[src/rtl/b64c_pkg.sv]
// Shared types, character codes and alphabet functions of the Base64 codec.
// No dependencies; used by b64c_group, b64c_serial and base64_codec.
`default_nettype none

package b64c_pkg;

    localparam logic       MODE_ENC = 1'b0;
    localparam logic       MODE_DEC = 1'b1;
    localparam logic [7:0] PAD_CHAR = 8'h3D;  // '='

    // One finished group: up to four result bytes, packed from index 0.
    typedef struct packed {
        logic [3:0][7:0] bytes;
        logic [2:0]      count;
        logic            msg_last;
        logic            bad;
    } burst_t;

    typedef struct packed {
        logic       pad;
        logic       bad;
        logic [5:0] val;
    } sextet_t;

    function automatic logic [7:0] enc_char(input logic [5:0] v);
        logic [7:0] w;
        logic [7:0] c;
        w = {2'b00, v};
        if (v < 6'd26) begin
            c = 8'h41 + w;
        end else if (v < 6'd52) begin
            c = 8'h61 + w - 8'd26;
        end else if (v < 6'd62) begin
            c = 8'h30 + w - 8'd52;
        end else if (v == 6'd62) begin
            c = 8'h2B;
        end else begin
            c = 8'h2F;
        end
        return c;
    endfunction

    function automatic sextet_t dec_char(input logic [7:0] ch);
        sextet_t    s;
        logic [7:0] d;
        s = '0;
        d = 8'd0;
        if (ch >= 8'h41 && ch <= 8'h5A) begin
            d = ch - 8'h41;
        end else if (ch >= 8'h61 && ch <= 8'h7A) begin
            d = ch - 8'h61 + 8'd26;
        end else if (ch >= 8'h30 && ch <= 8'h39) begin
            d = ch - 8'h30 + 8'd52;
        end else if (ch == 8'h2B) begin
            d = 8'd62;
        end else if (ch == 8'h2F) begin
            d = 8'd63;
        end else if (ch == PAD_CHAR) begin
            s.pad = 1'b1;
        end else begin
            s.bad = 1'b1;
        end
        s.val = d[5:0];
        return s;
    endfunction

endpackage

`default_nettype wire

[src/rtl/b64c_group.sv]
// Group gatherer: holds the mode register and the partial group, and builds
// the finished result burst. Depends on b64c_pkg.
`default_nettype none

module b64c_group
    import b64c_pkg::*;
(
    input  wire logic       clk,
    input  wire logic       rst_n,
    input  wire logic       cfg_valid,
    input  wire logic       cfg_data,
    input  wire logic       in_valid,
    output logic            in_ready,
    input  wire logic [7:0] in_byte,
    input  wire logic       in_last,
    input  wire logic       burst_free,
    output logic            burst_load,
    output burst_t          burst
);

    logic        mode_reg;
    logic [23:0] bits_reg, bits_next;
    logic [1:0]  count_reg;
    logic [1:0]  pad_reg, pad_next;
    logic        bad_reg, bad_next;
    logic        complete;
    logic        accept;
    sextet_t     sx;
    logic [7:0]  b0, b1, b2;

    assign sx       = dec_char(in_byte);
    assign complete = in_last || ((mode_reg == MODE_DEC) ? (count_reg == 2'd3)
                                                         : (count_reg == 2'd2));
    // An item that only joins the group needs no room in the serializer.
    assign in_ready   = !complete || burst_free;
    assign accept     = in_valid && in_ready;
    assign burst_load = accept && complete;

    always_comb
    begin
        bits_next = bits_reg;
        pad_next  = pad_reg;
        bad_next  = bad_reg;
        if (mode_reg == MODE_ENC) begin
            unique case (count_reg)
                2'd0:    bits_next[23:16] = bits_reg[23:16] | in_byte;
                2'd1:    bits_next[15:8]  = bits_reg[15:8]  | in_byte;
                default: bits_next[7:0]   = bits_reg[7:0]   | in_byte;
            endcase
        end else begin
            unique case (count_reg)
                2'd0:    bits_next[23:18] = bits_reg[23:18] | sx.val;
                2'd1:    bits_next[17:12] = bits_reg[17:12] | sx.val;
                2'd2:    bits_next[11:6]  = bits_reg[11:6]  | sx.val;
                default: bits_next[5:0]   = bits_reg[5:0]   | sx.val;
            endcase
            // A pad in the first two slots is an error and suppresses nothing.
            if (sx.pad && count_reg == 2'd2) pad_next[0] = 1'b1;
            if (sx.pad && count_reg == 2'd3) pad_next[1] = 1'b1;
            if (sx.bad || (sx.pad && !count_reg[1])) bad_next = 1'b1;
        end
    end

    assign b0 = bits_next[23:16];
    assign b1 = bits_next[15:8];
    assign b2 = bits_next[7:0];

    always_comb
    begin
        burst = '0;
        burst.msg_last = in_last;
        if (mode_reg == MODE_ENC) begin
            burst.bytes[0] = enc_char(bits_next[23:18]);
            burst.bytes[1] = enc_char(bits_next[17:12]);
            burst.bytes[2] = (count_reg != 2'd0) ? enc_char(bits_next[11:6]) : PAD_CHAR;
            burst.bytes[3] = (count_reg[1])      ? enc_char(bits_next[5:0])  : PAD_CHAR;
            burst.count    = 3'd4;
        end else begin
            burst.bad      = bad_next;
            burst.bytes[0] = b0;
            burst.bytes[1] = pad_next[0] ? b2 : b1;
            burst.bytes[2] = b2;
            burst.count    = 3'd1 + {2'b00, !pad_next[0]} + {2'b00, !pad_next[1]};
        end
    end

    always_ff @(posedge clk or negedge rst_n)
    begin
        if (!rst_n) begin
            mode_reg  <= MODE_ENC;
            bits_reg  <= '0;
            count_reg <= '0;
            pad_reg   <= '0;
            bad_reg   <= 1'b0;
        end else if (cfg_valid) begin
            mode_reg  <= cfg_data;
            bits_reg  <= '0;
            count_reg <= '0;
            pad_reg   <= '0;
            bad_reg   <= 1'b0;
        end else if (accept) begin
            if (complete) begin
                bits_reg  <= '0;
                count_reg <= '0;
                pad_reg   <= '0;
                bad_reg   <= 1'b0;
            end else begin
                bits_reg  <= bits_next;
                count_reg <= count_reg + 2'd1;
                pad_reg   <= pad_next;
                bad_reg   <= bad_next;
            end
        end
    end

endmodule

`default_nettype wire

[src/rtl/b64c_serial.sv]
// Output serializer: holds one finished burst and sends it one byte a beat.
// Depends on b64c_pkg.
`default_nettype none

module b64c_serial
    import b64c_pkg::*;
(
    input  wire logic       clk,
    input  wire logic       rst_n,
    input  wire logic       burst_load,
    input  wire burst_t     burst,
    output logic            burst_free,
    output logic            out_valid,
    input  wire logic       out_ready,
    output logic [7:0]      out_byte,
    output logic            run_last,
    output logic            msg_last,
    output logic            bad_char
);

    logic [3:0][7:0] bytes_reg;
    logic [2:0]      rem_reg;
    logic            msg_reg;
    logic            bad_reg;
    logic            take;

    assign out_valid  = (rem_reg != 3'd0);
    assign take       = out_valid && out_ready;
    // Room for a new burst once the last byte of this one leaves.
    assign burst_free = (rem_reg == 3'd0) || (rem_reg == 3'd1 && out_ready);

    assign out_byte = bytes_reg[0];
    assign run_last = (rem_reg == 3'd1);
    assign msg_last = (rem_reg == 3'd1) && msg_reg;
    assign bad_char = bad_reg;

    always_ff @(posedge clk or negedge rst_n)
    begin
        if (!rst_n) begin
            rem_reg <= '0;
        end else if (burst_load) begin
            rem_reg <= burst.count;
        end else if (take) begin
            rem_reg <= rem_reg - 3'd1;
        end
    end

    always_ff @(posedge clk)
    begin
        if (burst_load) begin
            bytes_reg <= burst.bytes;
            msg_reg   <= burst.msg_last;
            bad_reg   <= burst.bad;
        end else if (take) begin
            bytes_reg <= {8'h00, bytes_reg[3:1]};
        end
    end

    a_load_free: assert property (@(posedge clk) disable iff (!rst_n)
        burst_load |-> burst_free)
        else $error("burst loaded while serializer still busy");

    a_load_count: assert property (@(posedge clk) disable iff (!rst_n)
        burst_load |-> (burst.count != 3'd0 && burst.count <= 3'd4))
        else $error("burst byte count out of range");

    a_load_takes: assert property (@(posedge clk) disable iff (!rst_n)
        burst_load |=> (rem_reg == $past(burst.count)))
        else $error("serializer did not take the loaded burst");

endmodule

`default_nettype wire

[src/rtl/base64_codec.sv]
// Top level of the streaming Base64 codec: group gatherer and serializer.
// Depends on b64c_pkg, b64c_group and b64c_serial.
//
//   channel  direction  handshake            payload
//   cfg      in         cfg_valid/cfg_ready  cfg_data (mode: 0 encode, 1 decode)
//   in       in         in_valid/in_ready    in_byte, in_last
//   out      out        out_valid/out_ready  out_byte, run_last, msg_last, bad_char
//
// A finished group appears at the output the next cycle and leaves one byte a
// beat. Encoding, the four characters of a group hold back the three input bytes;
// decoding takes one character a cycle while out_ready is high.
// An item that finishes a group waits until the previous group's last byte leaves;
// items that only join a group are taken even while the serializer is busy.
// Reset clears the mode to encode and empties the group and the serializer.
// A mode write clears the partial group.
`default_nettype none

module base64_codec
    import b64c_pkg::*;
(
    input  wire logic       clk,
    input  wire logic       rst_n,
    input  wire logic       cfg_valid,
    output logic            cfg_ready,
    input  wire logic       cfg_data,
    input  wire logic       in_valid,
    output logic            in_ready,
    input  wire logic [7:0] in_byte,
    input  wire logic       in_last,
    output logic            out_valid,
    input  wire logic       out_ready,
    output logic [7:0]      out_byte,
    output logic            run_last,
    output logic            msg_last,
    output logic            bad_char
);

    burst_t burst;
    logic   burst_load;
    logic   burst_free;

    assign cfg_ready = 1'b1;

    b64c_group u_group (
        .clk        (clk),
        .rst_n      (rst_n),
        .cfg_valid  (cfg_valid),
        .cfg_data   (cfg_data),
        .in_valid   (in_valid),
        .in_ready   (in_ready),
        .in_byte    (in_byte),
        .in_last    (in_last),
        .burst_free (burst_free),
        .burst_load (burst_load),
        .burst      (burst)
    );

    b64c_serial u_serial (
        .clk        (clk),
        .rst_n      (rst_n),
        .burst_load (burst_load),
        .burst      (burst),
        .burst_free (burst_free),
        .out_valid  (out_valid),
        .out_ready  (out_ready),
        .out_byte   (out_byte),
        .run_last   (run_last),
        .msg_last   (msg_last),
        .bad_char   (bad_char)
    );

endmodule

`default_nettype wire
[config.mk]
export PLATFORM = sky130hd
export DESIGN_NAME = base64_codec
export DESIGN_NICKNAME = d
export VERILOG_FILES = /design/src/rtl/b64c_pkg.sv /design/src/rtl/b64c_group.sv /design/src/rtl/b64c_serial.sv /design/src/rtl/base64_codec.sv
export SDC_FILE = /design/constraint.sdc
export NUM_CORES = 1
export LEC_CHECK = 0
export BUFFER_PORTS_ARGS = -buffer_cell sky130_fd_sc_hd__buf_2
export CORE_ASPECT_RATIO = 0.6
export CORE_MARGIN = 5
export CORE_UTILIZATION = 40
export CTS_CLUSTER_DIAMETER = 150
export DETAILED_ROUTE_END_ITERATION = 12
export PLACE_DENSITY = 0.6
export RECOVER_POWER = 50
export SYNTH_ARGS = -nofsm -noshare
export SYNTH_HDL_FRONTEND = slang
export SYNTH_SLANG_ARGS = --single-unit
[constraint.sdc]
create_clock -name clk -period 3.45 [get_ports clk]
set_input_delay 0.1725 -clock clk [delete_from_list [all_inputs] [get_ports clk]]
set_output_delay 0.1725 -clock clk [all_outputs]
set_load 0.005 [all_outputs]
==> out/results.md <==
| Stage | Metric | Value |
|:---|:---|:---|
| synthesis | Most instantiated library cell after synthesis | sky130_fd_sc_hd__nand2_1 |
| route | Routed wire per std cell | 20.1 um |
| cts | Register clock-pin slew on the reported worst setup and hold paths | 0.05 ns |
| cts | TritonCTS buffer count | 9 |
| route | Initial DRT Pass Iterations | 6 |
| route | Sum of routed wire length over all layers | 23,000 um |
| global route | Overall fraction of global-route tracks in use | 0.242 |
| synthesis | Synthesized Nets | 847 |
| synthesis | Synthesized flop and latch total | 67 |
| timing | Final setup violating endpoints | 0 |
| critical path | Data required time of the critical path | 3.52 ns |
| global route | Pin count of the biggest net entering global routing | 34 |
| global route | Wire length of the first global-routing pass | 35,700 um |
| floorplanning | Die Area | 18,700 um2 |
| synthesis | Cell accounting for the most synthesized area | sky130_fd_sc_hd__edfxtp_1 |
| critical path | CP Cell Sequence | buf_2 -> inv_1 -> buf_4 -> ha_1 -> inv_1 -> o21a_2 -> nor4_4 -> buf_4 -> o31a_1 -> inv_2 -> ha_1 -> o311ai_0 -> buf_4 -> nand2_1 -> buf_4 -> a21oi_1 -> o21ai_0 -> a31o_1 |
| route | Length of routed wiring on met1 | 10,800 um |
| layout | Post-route non-filler standard cell count | 1,143 |
| status | Failing checks | capacitance limit, slew limit |
| timing | Final critical-path share of the clock period | 0.972 |
| placed design | HPWL Detailed | 17,500 um |
| layout | Fillers | 1,519 |
| synthesis | Number of synthesized flops with an enable pin | 34 |
| floorplanning | Horizontal die dimension | 173 um |
| cts | Clk Latency, worst-skew pair | 0.33 ns |
| placed design | GP Congestion | 0.960 |
| route | Detailed-routed wire length on met3 | 2420 um |
| critical path | Critical Path Max Stage Delay | 0.39 ns |
| critical path | Worst Path Max Fanout | 7 |
| critical path | R2R setup slack | 0.16 ns |
| power | Worst ir drop on vdd | 0.000248 V |
| critical path | R2r worst-path depth | 14 |
| route | Drt drc | 0 |
| global route | Vias in the first global route | 6,350 |
| critical path | Reg-to-Reg End | u_serial.out_byte[6] |
| layout | Final core occ | 0.530 |
| timing | Clock period minus final worst setup slack | 3.35 ns |
| synthesis | Portion of the post-synthesis area used by sequential elements | 0.289 |
| route | Max layer used | met5 |
| cts | Clock root buffer master | sky130_fd_sc_hd__clkbuf_16 |
| timing | Slew at the pin with the worst max-slew slack | 1.94 ns |
| power | Pwr/cell area | 426 nW/um2 |
| floorplanning | Height of the die | 108 um |
| synthesis | Post-synthesis average cell area | 8.24 um2 |
| synthesis | Yosys top cell area share | 0.160 |
| critical path | Highest-delay cell along the critical path | sky130_fd_sc_hd__o311ai_0 |
| synthesis | Most frequently used flop master after synthesis | sky130_fd_sc_hd__edfxtp_1 |
| floorplanning | Core Area | 15,500 um2 |
| placed design | IO Port Bufs | 27 |
| timing | Aggregate negative setup slack | 0 ns |
| floorplanning | Initial Util | 0.412 |
| route | Total via count in the routed design | 6,784 |
| critical path | Cell type with the highest occurrence count on the critical path | sky130_fd_sc_hd__buf_4 |
| critical path | Worst Setup Path Type | in -> reg |
| timing | Final worst hold slack | 0.0935 ns |
| job | Max Cap Viol | 2 |
| worst hold path | Worst min-delay path class | in -> reg |
| worst hold path | Hold Path Cell Cnt | 2 |
| placed design | Placed cell areas | 7850 um2 |
| floorplanning | Number of top-level design ports | 29 |
| global route | Gr ovfl total | 0 |
| route | Drt via density | 5.94 |
| floorplanning | Number of placement rows | 35 |
| layout | Area added between synthesis and finish | 28.8% |
| worst hold path | Min-Delay Endpoint | u_group.mode_reg |
| timing | Achievable frequency | 298 MHz |
| synthesis | Gate Count Post-Synth | 775 |
| route | WL met2 | 9400 um |
| critical path | Total stage count of the critical path | 18 |
| critical path | Capturing element type of the critical path | flop |
| synthesis | Synthesized area | 6380 um2 |
| power | Leakage dissipation | 3.64 nW |
| cts | H-tree Lvls | 3 |
| synthesis | Proportion of register bits with asynchronous set or reset after synthesis | 0.493 |
| critical path | Buffers & Inverters on Critical Path | 8 |
| timing | Max_slew headroom | -0.291 |
| timing | Clk_skew | 0.00674 ns |
| route | First DRT Iteration DRCs | 736 |
| synthesis | Leading cell types by count after synthesis | sky130_fd_sc_hd__nand2_1, sky130_fd_sc_hd__a21oi_1, sky130_fd_sc_hd__ha_1, sky130_fd_sc_hd__nor2_1, sky130_fd_sc_hd__o21ai_0 |
| synthesis | Top post-synthesis cells by area | sky130_fd_sc_hd__edfxtp_1, sky130_fd_sc_hd__dfrtp_1, sky130_fd_sc_hd__ha_1 |
| cts | Maximum root-to-sink buffer count | 2 |
| timing | Number of pins exceeding their max-slew limit in the final report | 52 |
| global route | Antenna violations before repair | 1 |
| synthesis | Count of distinct cell types in the synthesized netlist | 92 |
| layout | Count of nets after finishing | 1,007 |
| cts | TritonCTS sink count | 67 |
| timing | Final-report hold violation count | 0 |
| worst hold path | Startpoint of the tightest hold check path | cfg_data |
| critical path | Largest delay contributor family on the critical path | compound AO/OA/AOI/OAI gates |
| route | Count of antenna-violating nets left after detailed routing | 0 |
| cts | CTS tree | built |
| critical path | Launching element type of the critical path | input port |
| critical path | Arr. time, crit path | 3.42 ns |
| status | Run status | complete, but fails checks |
| layout | Cell area after layout | 8220 um2 |
| critical path | R2r startpoint | u_group.count_reg[0] |
| synthesis | Number of synthesis warnings | 0 |
| layout | Number of inserted diodes | 0 |
| layout | Fraction of final layout cells with drive strength greater than 1 | 0.273 |
| placed design | Post-placement cell count | 1,125 |
## power breakdown
| group | internal (mW) | switching [mW] |
|---|---|---|
| logic | 0.588 | 0.847 |
| registers | 1.09 | 0.0762 |
| clock network | 0.558 | 0.343 |
## worst max-delay path by stage
stage	start	endpoint	slack (ns)
final	in_byte[2]	u_serial.bytes_reg[11]	0.1
after CTS	in_byte[2]	u_serial.bytes_reg[10]	0.04
after global placement	in_byte[1]	u_serial.out_byte[6]	-0.28
after detailed placement	in_byte[2]	u_serial.bytes_reg[10]	-0.29
after global routing	in_byte[3]	u_serial.out_byte[4]	-0.04
after floorplan	u_group.count_reg[1]	u_serial.bytes_reg[25]	-0.03
## placed cells by master (no fill, tap or decap), types with 13 or more instances in the layout
cell type	n
sky130_fd_sc_hd__xnor2_1	19
sky130_fd_sc_hd__dfrtp_1	32
sky130_fd_sc_hd__a31oi_1	14
sky130_fd_sc_hd__edfxtp_1	34
sky130_fd_sc_hd__a21oi_1	77
sky130_fd_sc_hd__buf_2	18
sky130_fd_sc_hd__o21ai_1	14
sky130_fd_sc_hd__nor3_1	21
sky130_fd_sc_hd__o21ai_0	48
sky130_fd_sc_hd__clkbuf_1	17
sky130_fd_sc_hd__nor2_1	46
sky130_fd_sc_hd__inv_1	42
sky130_fd_sc_hd__buf_4	170
sky130_fd_sc_hd__a21o_1	13
sky130_fd_sc_hd__nand2_1	83
sky130_fd_sc_hd__nand3_1	13
sky130_fd_sc_hd__ha_1	52
## layout make-up
cell class	count	area, um2	area share
multi-input combinational	603	4200	0.511
sequential	67	1850	0.225
timing repair buffer	203	1450	0.176
tap	203	254	0.0309
clock buffer	13	240	0.0292
inverter	51	194	0.0236
clock inverter	3	40.0	0.00487
## timing repair
item                                    in CTS  in global routing
hold endpoints to repair                    33                  0
gates resized for setup                      0                 25
setup buffers                                0                  1
endpoints found under the setup margin       0                 24
hold buffers                                 1                  0
## metal layers
layer  track usage  up-vias
met5             0        -
met4        0.0421        2
met3        0.0586       36
met2         0.349      319
met1         0.367     3278
li1              -     3149
## kinds of logic (layout without fill, tap and decap cells)
family,Yosys count,after routing,share of synthesized area
adders and majority gates,57,57,0.112
AOI/OAI and AO/OA,280,280,0.303
buffers and inverters,105,270,0.0717
xor gates and xnor gates,21,21,0.0288
and+or+nand+nor,238,238,0.185
other,1,1,0.000587
muxes,6,6,0.00960
DFF,67,67,0.289
## stage by stage
| step | setup slack [ns] | power (mW) |
|---|---|---|
| final | 0.0968 | 3.50 |
| after global routing | -0.0351 | 3.70 |
| after detailed placement | -0.290 | 2.57 |
| after CTS | 0.0422 | 3.48 |
| after global placement | -0.281 | 2.56 |
| after floorplan | -0.0318 | 2.01 |
Note: power is estimated with default switching activity, not from simulation.
